$ cat src/rtl/core/deq_pkg.sv
// ----------------------------------------------------------------------------
// deq_pkg
// Shared types, constants and helpers for the double-ended queue core.
// ----------------------------------------------------------------------------
package deq_pkg;

    localparam int DEPTH      = 16;
    localparam int DATA_WIDTH = 32;
    localparam int CNT_W      = $clog2(DEPTH + 1);
    localparam int IDX_W      = $clog2(DEPTH);

    typedef logic [DATA_WIDTH-1:0] data_t;
    typedef logic [CNT_W-1:0]      cnt_t;

    // request kinds carried in s_tuser
    typedef enum logic [1:0] {
        REQ_PUSH_FRONT = 2'd0,
        REQ_PUSH_BACK  = 2'd1,
        REQ_POP_FRONT  = 2'd2,
        REQ_POP_BACK   = 2'd3
    } req_t;

    // result status codes
    localparam logic [1:0] ST_OK    = 2'd0;
    localparam logic [1:0] ST_EMPTY = 2'd1;
    localparam logic [1:0] ST_FULL  = 2'd2;

    // command broadcast from the controller to the cell row
    typedef struct packed {
        logic             shift_r;   // every cell takes its left neighbor
        logic             shift_l;   // every cell takes its right neighbor
        logic [DEPTH-1:0] load;      // one-hot: cell that takes the pushed value
    } cell_cmd_t;

    function automatic data_t to_store(logic signed [31:0] v);
        logic signed [63:0] w;
        w = 64'(v);
        return w[DATA_WIDTH-1:0];
    endfunction

    function automatic logic [31:0] to_out(data_t d);
        logic signed [63:0] w;
        w = 64'(signed'(d));
        return w[31:0];
    endfunction

endpackage

$ cat src/rtl/core/double_ended_queue_core.sv
// ----------------------------------------------------------------------------
// double_ended_queue_core
// Bounded double-ended queue built as a row of shifting cells.
//
//   channel  dir  tdata (low bit first)                     tuser
//   s_       in   push_value[31:0]                          req_type[1:0]
//   m_       out  status, front_value, back_value, count    -
//
// One request per result beat; the result beat of a request is registered and
// shows up in the cycle after the request is taken. Cell 0 is the front, cell
// count-1 the back; a push front or pop front moves the whole row by one cell.
// A new request is taken in the cycle its predecessor's result is taken, so
// back-to-back traffic runs at one beat per cycle; a stalled m_ side holds s_.
// Reset clears the count and the handshake; cell contents are left as is.
// ----------------------------------------------------------------------------
module double_ended_queue_core
    import deq_pkg::*;
(
    input  logic        aclk,
    input  logic        aresetn,
    input  logic        s_tvalid,
    output logic        s_tready,
    input  logic [31:0] s_tdata,   // push_value[31:0]
    input  logic [1:0]  s_tuser,   // req_type[1:0]
    output logic        m_tvalid,
    input  logic        m_tready,
    output logic [71:0] m_tdata    // status[1:0], front_value[33:2],
                                   // back_value[65:34], count[70:66]
);

    cell_cmd_t   cmd;
    cnt_t        count_q;
    logic [1:0]  status_q;
    data_t       push_d;
    data_t       cell_q [DEPTH];
    cnt_t        cnt_m1;
    logic [31:0] front_out, back_out;

    assign push_d = to_store(signed'(s_tdata[31:0]));

    deq_ctrl u_ctrl (
        .aclk     (aclk),
        .aresetn  (aresetn),
        .s_tvalid (s_tvalid),
        .s_tready (s_tready),
        .req      (req_t'(s_tuser)),
        .m_tvalid (m_tvalid),
        .m_tready (m_tready),
        .cmd      (cmd),
        .count_q  (count_q),
        .status_q (status_q)
    );

    for (genvar i = 0; i < DEPTH; i++) begin : g_cell
        data_t left_d, right_d;
        if (i == 0) begin : g_first
            assign left_d = push_d;
        end else begin : g_mid
            assign left_d = cell_q[i-1];
        end
        if (i == DEPTH - 1) begin : g_last
            assign right_d = '0;
        end else begin : g_inner
            assign right_d = cell_q[i+1];
        end
        deq_cell u_cell (
            .aclk    (aclk),
            .cmd     (cmd),
            .load_en (cmd.load[i]),
            .push_d  (push_d),
            .left_d  (left_d),
            .right_d (right_d),
            .data_q  (cell_q[i])
        );
    end

    // cells hold still while the result beat waits, so read them directly
    assign cnt_m1    = count_q - CNT_W'(1);
    assign front_out = (count_q == '0) ? 32'd0 : to_out(cell_q[0]);
    assign back_out  = (count_q == '0) ? 32'd0 : to_out(cell_q[cnt_m1[IDX_W-1:0]]);

    assign m_tdata = {1'b0, count_q, back_out, front_out, status_q};

    assert property (@(posedge aclk) disable iff (!aresetn)
        count_q <= CNT_W'(DEPTH))
        else $error("fill count beyond depth");

    assert property (@(posedge aclk) disable iff (!aresetn)
        s_tvalid && s_tready && s_tuser[1] && count_q == '0
        |=> status_q == ST_EMPTY && count_q == '0)
        else $error("pop on empty queue not refused");

    assert property (@(posedge aclk) disable iff (!aresetn)
        s_tvalid && s_tready && !s_tuser[1] && count_q != CNT_W'(DEPTH)
        |=> status_q == ST_OK && count_q == $past(count_q) + CNT_W'(1))
        else $error("push did not grow the queue by one");

    assert property (@(posedge aclk) disable iff (!aresetn)
        s_tvalid && s_tready && s_tuser == REQ_PUSH_BACK && count_q != CNT_W'(DEPTH)
        |=> back_out == to_out(to_store(signed'($past(s_tdata[31:0])))))
        else $error("back value does not match pushed beat");

    assert property (@(posedge aclk) disable iff (!aresetn)
        s_tvalid && s_tready && s_tuser == REQ_PUSH_FRONT && count_q != CNT_W'(DEPTH)
        |=> front_out == to_out(to_store(signed'($past(s_tdata[31:0])))))
        else $error("front value does not match pushed beat");

endmodule

$ cat src/rtl/core/deq_cell.sv
// ----------------------------------------------------------------------------
// deq_cell
// One storage cell of the queue row: holds, loads, or takes a neighbor.
// ----------------------------------------------------------------------------
module deq_cell
    import deq_pkg::*;
(
    input  logic      aclk,
    input  cell_cmd_t cmd,
    input  logic      load_en,
    input  data_t     push_d,
    input  data_t     left_d,
    input  data_t     right_d,
    output data_t     data_q
);

    data_t data_reg;
    data_t data_next;

    always_comb begin
        data_next = data_reg;
        if (load_en) begin
            data_next = push_d;
        end else if (cmd.shift_r) begin
            data_next = left_d;
        end else if (cmd.shift_l) begin
            data_next = right_d;
        end
    end

    always_ff @(posedge aclk) begin
        data_reg <= data_next;
    end

    assign data_q = data_reg;

endmodule

$ cat src/rtl/core/deq_ctrl.sv
// ----------------------------------------------------------------------------
// deq_ctrl
// Request decode, fill count, status and output beat handshake.
// ----------------------------------------------------------------------------
module deq_ctrl
    import deq_pkg::*;
(
    input  logic       aclk,
    input  logic       aresetn,
    input  logic       s_tvalid,
    output logic       s_tready,
    input  req_t       req,
    output logic       m_tvalid,
    input  logic       m_tready,
    output cell_cmd_t  cmd,
    output cnt_t       count_q,
    output logic [1:0] status_q
);

    logic       m_valid_reg, m_valid_next;
    cnt_t       count_reg, count_next;
    logic [1:0] status_reg, status_next;
    logic       accept;
    logic       empty, full;

    assign s_tready = !m_valid_reg || m_tready;
    assign accept   = s_tvalid && s_tready;
    assign empty    = (count_reg == '0);
    assign full     = (count_reg == CNT_W'(DEPTH));

    always_comb begin
        cmd          = '0;
        count_next   = count_reg;
        status_next  = status_reg;
        m_valid_next = m_valid_reg;
        if (m_tready) begin
            m_valid_next = 1'b0;
        end
        if (accept) begin
            m_valid_next = 1'b1;
            status_next  = ST_OK;
            case (req)
                REQ_PUSH_FRONT, REQ_PUSH_BACK: begin
                    if (full) begin
                        status_next = ST_FULL;
                    end else begin
                        // into an empty row the value always lands in cell 0
                        if (empty || req == REQ_PUSH_BACK) begin
                            cmd.load = DEPTH'(1) << count_reg[IDX_W-1:0];
                        end else begin
                            cmd.shift_r = 1'b1;
                        end
                        count_next = count_reg + CNT_W'(1);
                    end
                end
                REQ_POP_FRONT, REQ_POP_BACK: begin
                    if (empty) begin
                        status_next = ST_EMPTY;
                    end else begin
                        cmd.shift_l = (req == REQ_POP_FRONT);
                        count_next  = count_reg - CNT_W'(1);
                    end
                end
                default: begin
                    status_next = ST_OK;
                end
            endcase
        end
    end

    always_ff @(posedge aclk) begin
        if (!aresetn) begin
            m_valid_reg <= 1'b0;
            count_reg   <= '0;
        end else begin
            m_valid_reg <= m_valid_next;
            count_reg   <= count_next;
        end
        status_reg <= status_next;
    end

    assign m_tvalid = m_valid_reg;
    assign count_q  = count_reg;
    assign status_q = status_reg;

endmodule

$ cat config.mk
export PLATFORM = sky130hd
export DESIGN_NAME = double_ended_queue_core
export DESIGN_NICKNAME = d
export VERILOG_FILES = /design/src/rtl/core/deq_pkg.sv /design/src/rtl/core/double_ended_queue_core.sv /design/src/rtl/core/deq_cell.sv /design/src/rtl/core/deq_ctrl.sv
export SDC_FILE = /design/constraint.sdc
export NUM_CORES = 1
export LEC_CHECK = 0
export CAP_MARGIN = 20
export CORE_ASPECT_RATIO = 1.1
export CORE_MARGIN = 2
export CORE_UTILIZATION = 30
export CTS_BUF_LIST = sky130_fd_sc_hd__clkbuf_2 sky130_fd_sc_hd__clkbuf_4 sky130_fd_sc_hd__clkbuf_8
export CTS_CLUSTER_SIZE = 25
export DETAILED_ROUTE_END_ITERATION = 12
export DONT_BUFFER_PORTS = 1
export PLACE_DENSITY = 0.47
export SLEW_MARGIN = 10
export SYNTH_ARGS = -nofsm -noshare
export SYNTH_HDL_FRONTEND = slang
export SYNTH_HIERARCHICAL = 1
export SYNTH_SLANG_ARGS = --single-unit
$ cat constraint.sdc
create_clock -name aclk -period 8.5 [get_ports aclk]
set_clock_uncertainty 0.1 [all_clocks]
set_input_delay 0.85 -clock aclk [delete_from_list [all_inputs] [get_ports aclk]]
set_output_delay 0.85 -clock aclk [all_outputs]
set_load 0.01 [all_outputs]
==> qor.txt <==
WL/cell - 25.0 um
Type of origin of the critical path - flip-flop
Cell Area, Synth - 31800 um2
GRT Residual Overflow - 0
Die Footprint - 109000 um2
Area of the multi-input gates - 14500 um2
Count leader, synth - mux2i_1
Crit-path max FO - 37
Routed WL - 101 mm
CP endpoint kind - primary output
Synth Instances - 2637
Required @ worst endpoint - 7.55 ns
Fin crit share - 61.4%
CTS Hold Bufs - 0
Global Route Usage Sum - 18.4%
Initial core utilization - 30.2%
Post-synthesis sequential area ratio - 48.9%
Slew of the pin with the lowest slew margin - 1.30 ns
Syn_area_per_cell - 12.1 um2
Setup_tns - 0 ns
Post-route ant nets - 0
Minimum clock period after layout - 5.22 ns
Chip Width - 314 um
Area Growth Syn to Fin - 7.00%
Clock buffer depth - 3
P_leak - 0.00958 uW
Seq. cell area - 15600 um2
Final hold slack - 0.177 ns
Yosys reg bits - 520
Post-synthesis compound-gate area fraction - 8.99%
Cell Pwr Density - 249 nW/um2
Post-route cell area - 34000 um2
RePlAce Congestion - 0.751
Pre-antenna DRT Iters - 5
Run status - completed
Site Rows - 125
Mux contribution to synthesized area - 27.3%
Filler cells - 10351
PortBufs - 0
Ys Warns - 6
CTS resizes - 0
Type of the worst setup path - flip-flop to primary output
Main combinational cell family by area after synthesis - multiplexers
CP Data Arrival Time - 4.27 ns
Highest clock rate - 192 MHz
Post-route worst setup slack - 3.28 ns
Layout cells sized above 1 - 13.7%
Total CTS buffers - 93
RSZ-0062 raised after global routing - false
Drt via density - 5.27
Maximum number of pins on one net before global-route repair - 148
Iter 0 DRT Violations - 1874
Number of synthesized flops with an enable pin - 514
Root buf cell - clkbuf_8
H-tree depth - 3
Distinct cells, synth - 40
Final hold violations - 0
Synth top area cells - edfxtp_1 (49%), mux2i_1 (18%), mux4_2 (9.1%)
Top FF cell, synth - edfxtp_1
Post-DP HPWL - 55.5 mm
Worst-path clk slew - 0.06 ns
XOR/XNOR share of the synthesized area - 0.248%
Die H - 345 um
Number of antenna violations at the first check in global routing - 1
Dpl cell area - 32200 um2
Adder-cell share of the synthesized area - 0.260%
VDD IR max - 241 uV
Final net count - 2622
Vias in the first global route - 21723
Rel. slew slack - 13.1%
Hold WC Path Type - input pin to flip-flop
Share of the synthesized area in the top cell type - 48.6%
Vias - 21334
Clock Latency Late Sink - 0.71 ns
Leading cell types by count after synthesis - mux2i_1 (577), nand2_1 (519), edfxtp_1 (514)
Core Area - 105000 um2
Final setup vio count - 0
Post-CTS setup buffer count - 0
TritonCTS clock tree - built
Drt drc - 0
Ys async rst share - 0%
Post-place setup slack - 3.55 ns
I/O pin cnt - 112
Pins Over Slew Limit - 0
Leading area contributor after synthesis - edfxtp_1
Synth Area in Simple Gates - 7.83%
CTS Sinks - 520
First-pass GRT wire length - 149 mm
Max-cap violation count - 0
## flip-flops by register name, indices dropped and copies added (netlist names)
signal and count:
u_ctrl/count_q 5, u_ctrl/m_tvalid 1, g_cell.u_cell/data_q 512, u_ctrl/status_q 2
## critical path, stage by stage, from the launching register on
cell and delay, ns:
dfxtp_4 0.74, buf_4 0.74, buf_4 0.78, mux4_2 0.61, mux2i_1 0.28, o22ai_1 0.24
## cells in the final DEF (no fill, tap or decap), types with 10 or more instances in the layout
cell / n
o22ai_1: 31
edfxtp_1: 514
o21ai_0: 32
mux2i_1: 577
clkinv_1: 20
nor2_4: 12
nand2_1: 518
clkbuf_4: 37
buf_4: 34
inv_1: 12
mux4_2: 128
o21ai_1: 480
nor2b_1: 37
conb_1: 33
clkbuf_8: 97
clkinv_2: 10
## cells by family after synthesis
| kind of cell | after synthesis |
|---|---|
| AOI/OAI and AO/OA | 552 |
| adders and majority gates | 6 |
| xor gates and xnor gates | 6 |
| muxes | 706 |
| DFF | 520 |
| and+or+nand+nor | 609 |
| other | 1 |
| buffers and inverters | 237 |
## layout make-up
cell class	count	area share (%)
inverter	12	0.132
antenna	1	0.00736
clock buffer	134	4.74
sequential	520	45.8
clock inverter	35	0.548
timing repair buffer	39	1.02
tap	1397	5.14
multi-input combinational	1912	42.7
## layer usage
metal | part of all wire, % | routed length [um] | vias up | track usage [%]
li1 | - | - | 9762 | -
met1 | 41 | 41700 | 10607 | 22.8
met2 | 49 | 49900 | 772 | 31.3
met3 | 5.5 | 5600 | 193 | 2.87
met4 | 4.1 | 4150 | 0 | 8.34
met5 | 0 | 0 | - | 0
## through the flow
stage	power [uW]	instances	util (%)
2_1_floorplan	5370	2669	-
3_3_place_gp	6170	3879	30.6
3_5_place_dp	6210	3880	30.6
4_1_cts	8610	4049	32.3
5_1_grt	8880	4050	32.3
6_report	8470	4050	32.3
## where the power goes
group          internal (uW)  leakage (uW)  switching [uW]
logic                    990       0.00385            1630
registers               3250       0.00477             241
clock network           1250      0.000957            1120
total                   5480       0.00958            2990
## final timing paths
kind / start / to / slack [ns] / cells past startpoint
hold reg to reg: g_cell[15].u_cell/data_q[2]$_DFFE_PP_ / g_cell[14].u_cell/data_q[2]$_DFFE_PP_ / 0.53 / 2
setup / recovery: u_ctrl/count_q[0]$_SDFFE_PN0P_ / m_tdata[44] / 3.28 / 5
setup reg to reg: u_ctrl/count_q[3]$_SDFFE_PN0P_ / g_cell[1].u_cell/data_q[24]$_DFFE_PP_ / 3.64 / 8
hold / removal: s_tvalid / u_ctrl/m_tvalid$_SDFFE_PN0P_ / 0.18 / 2
Power figures use the tool's default switching activity.
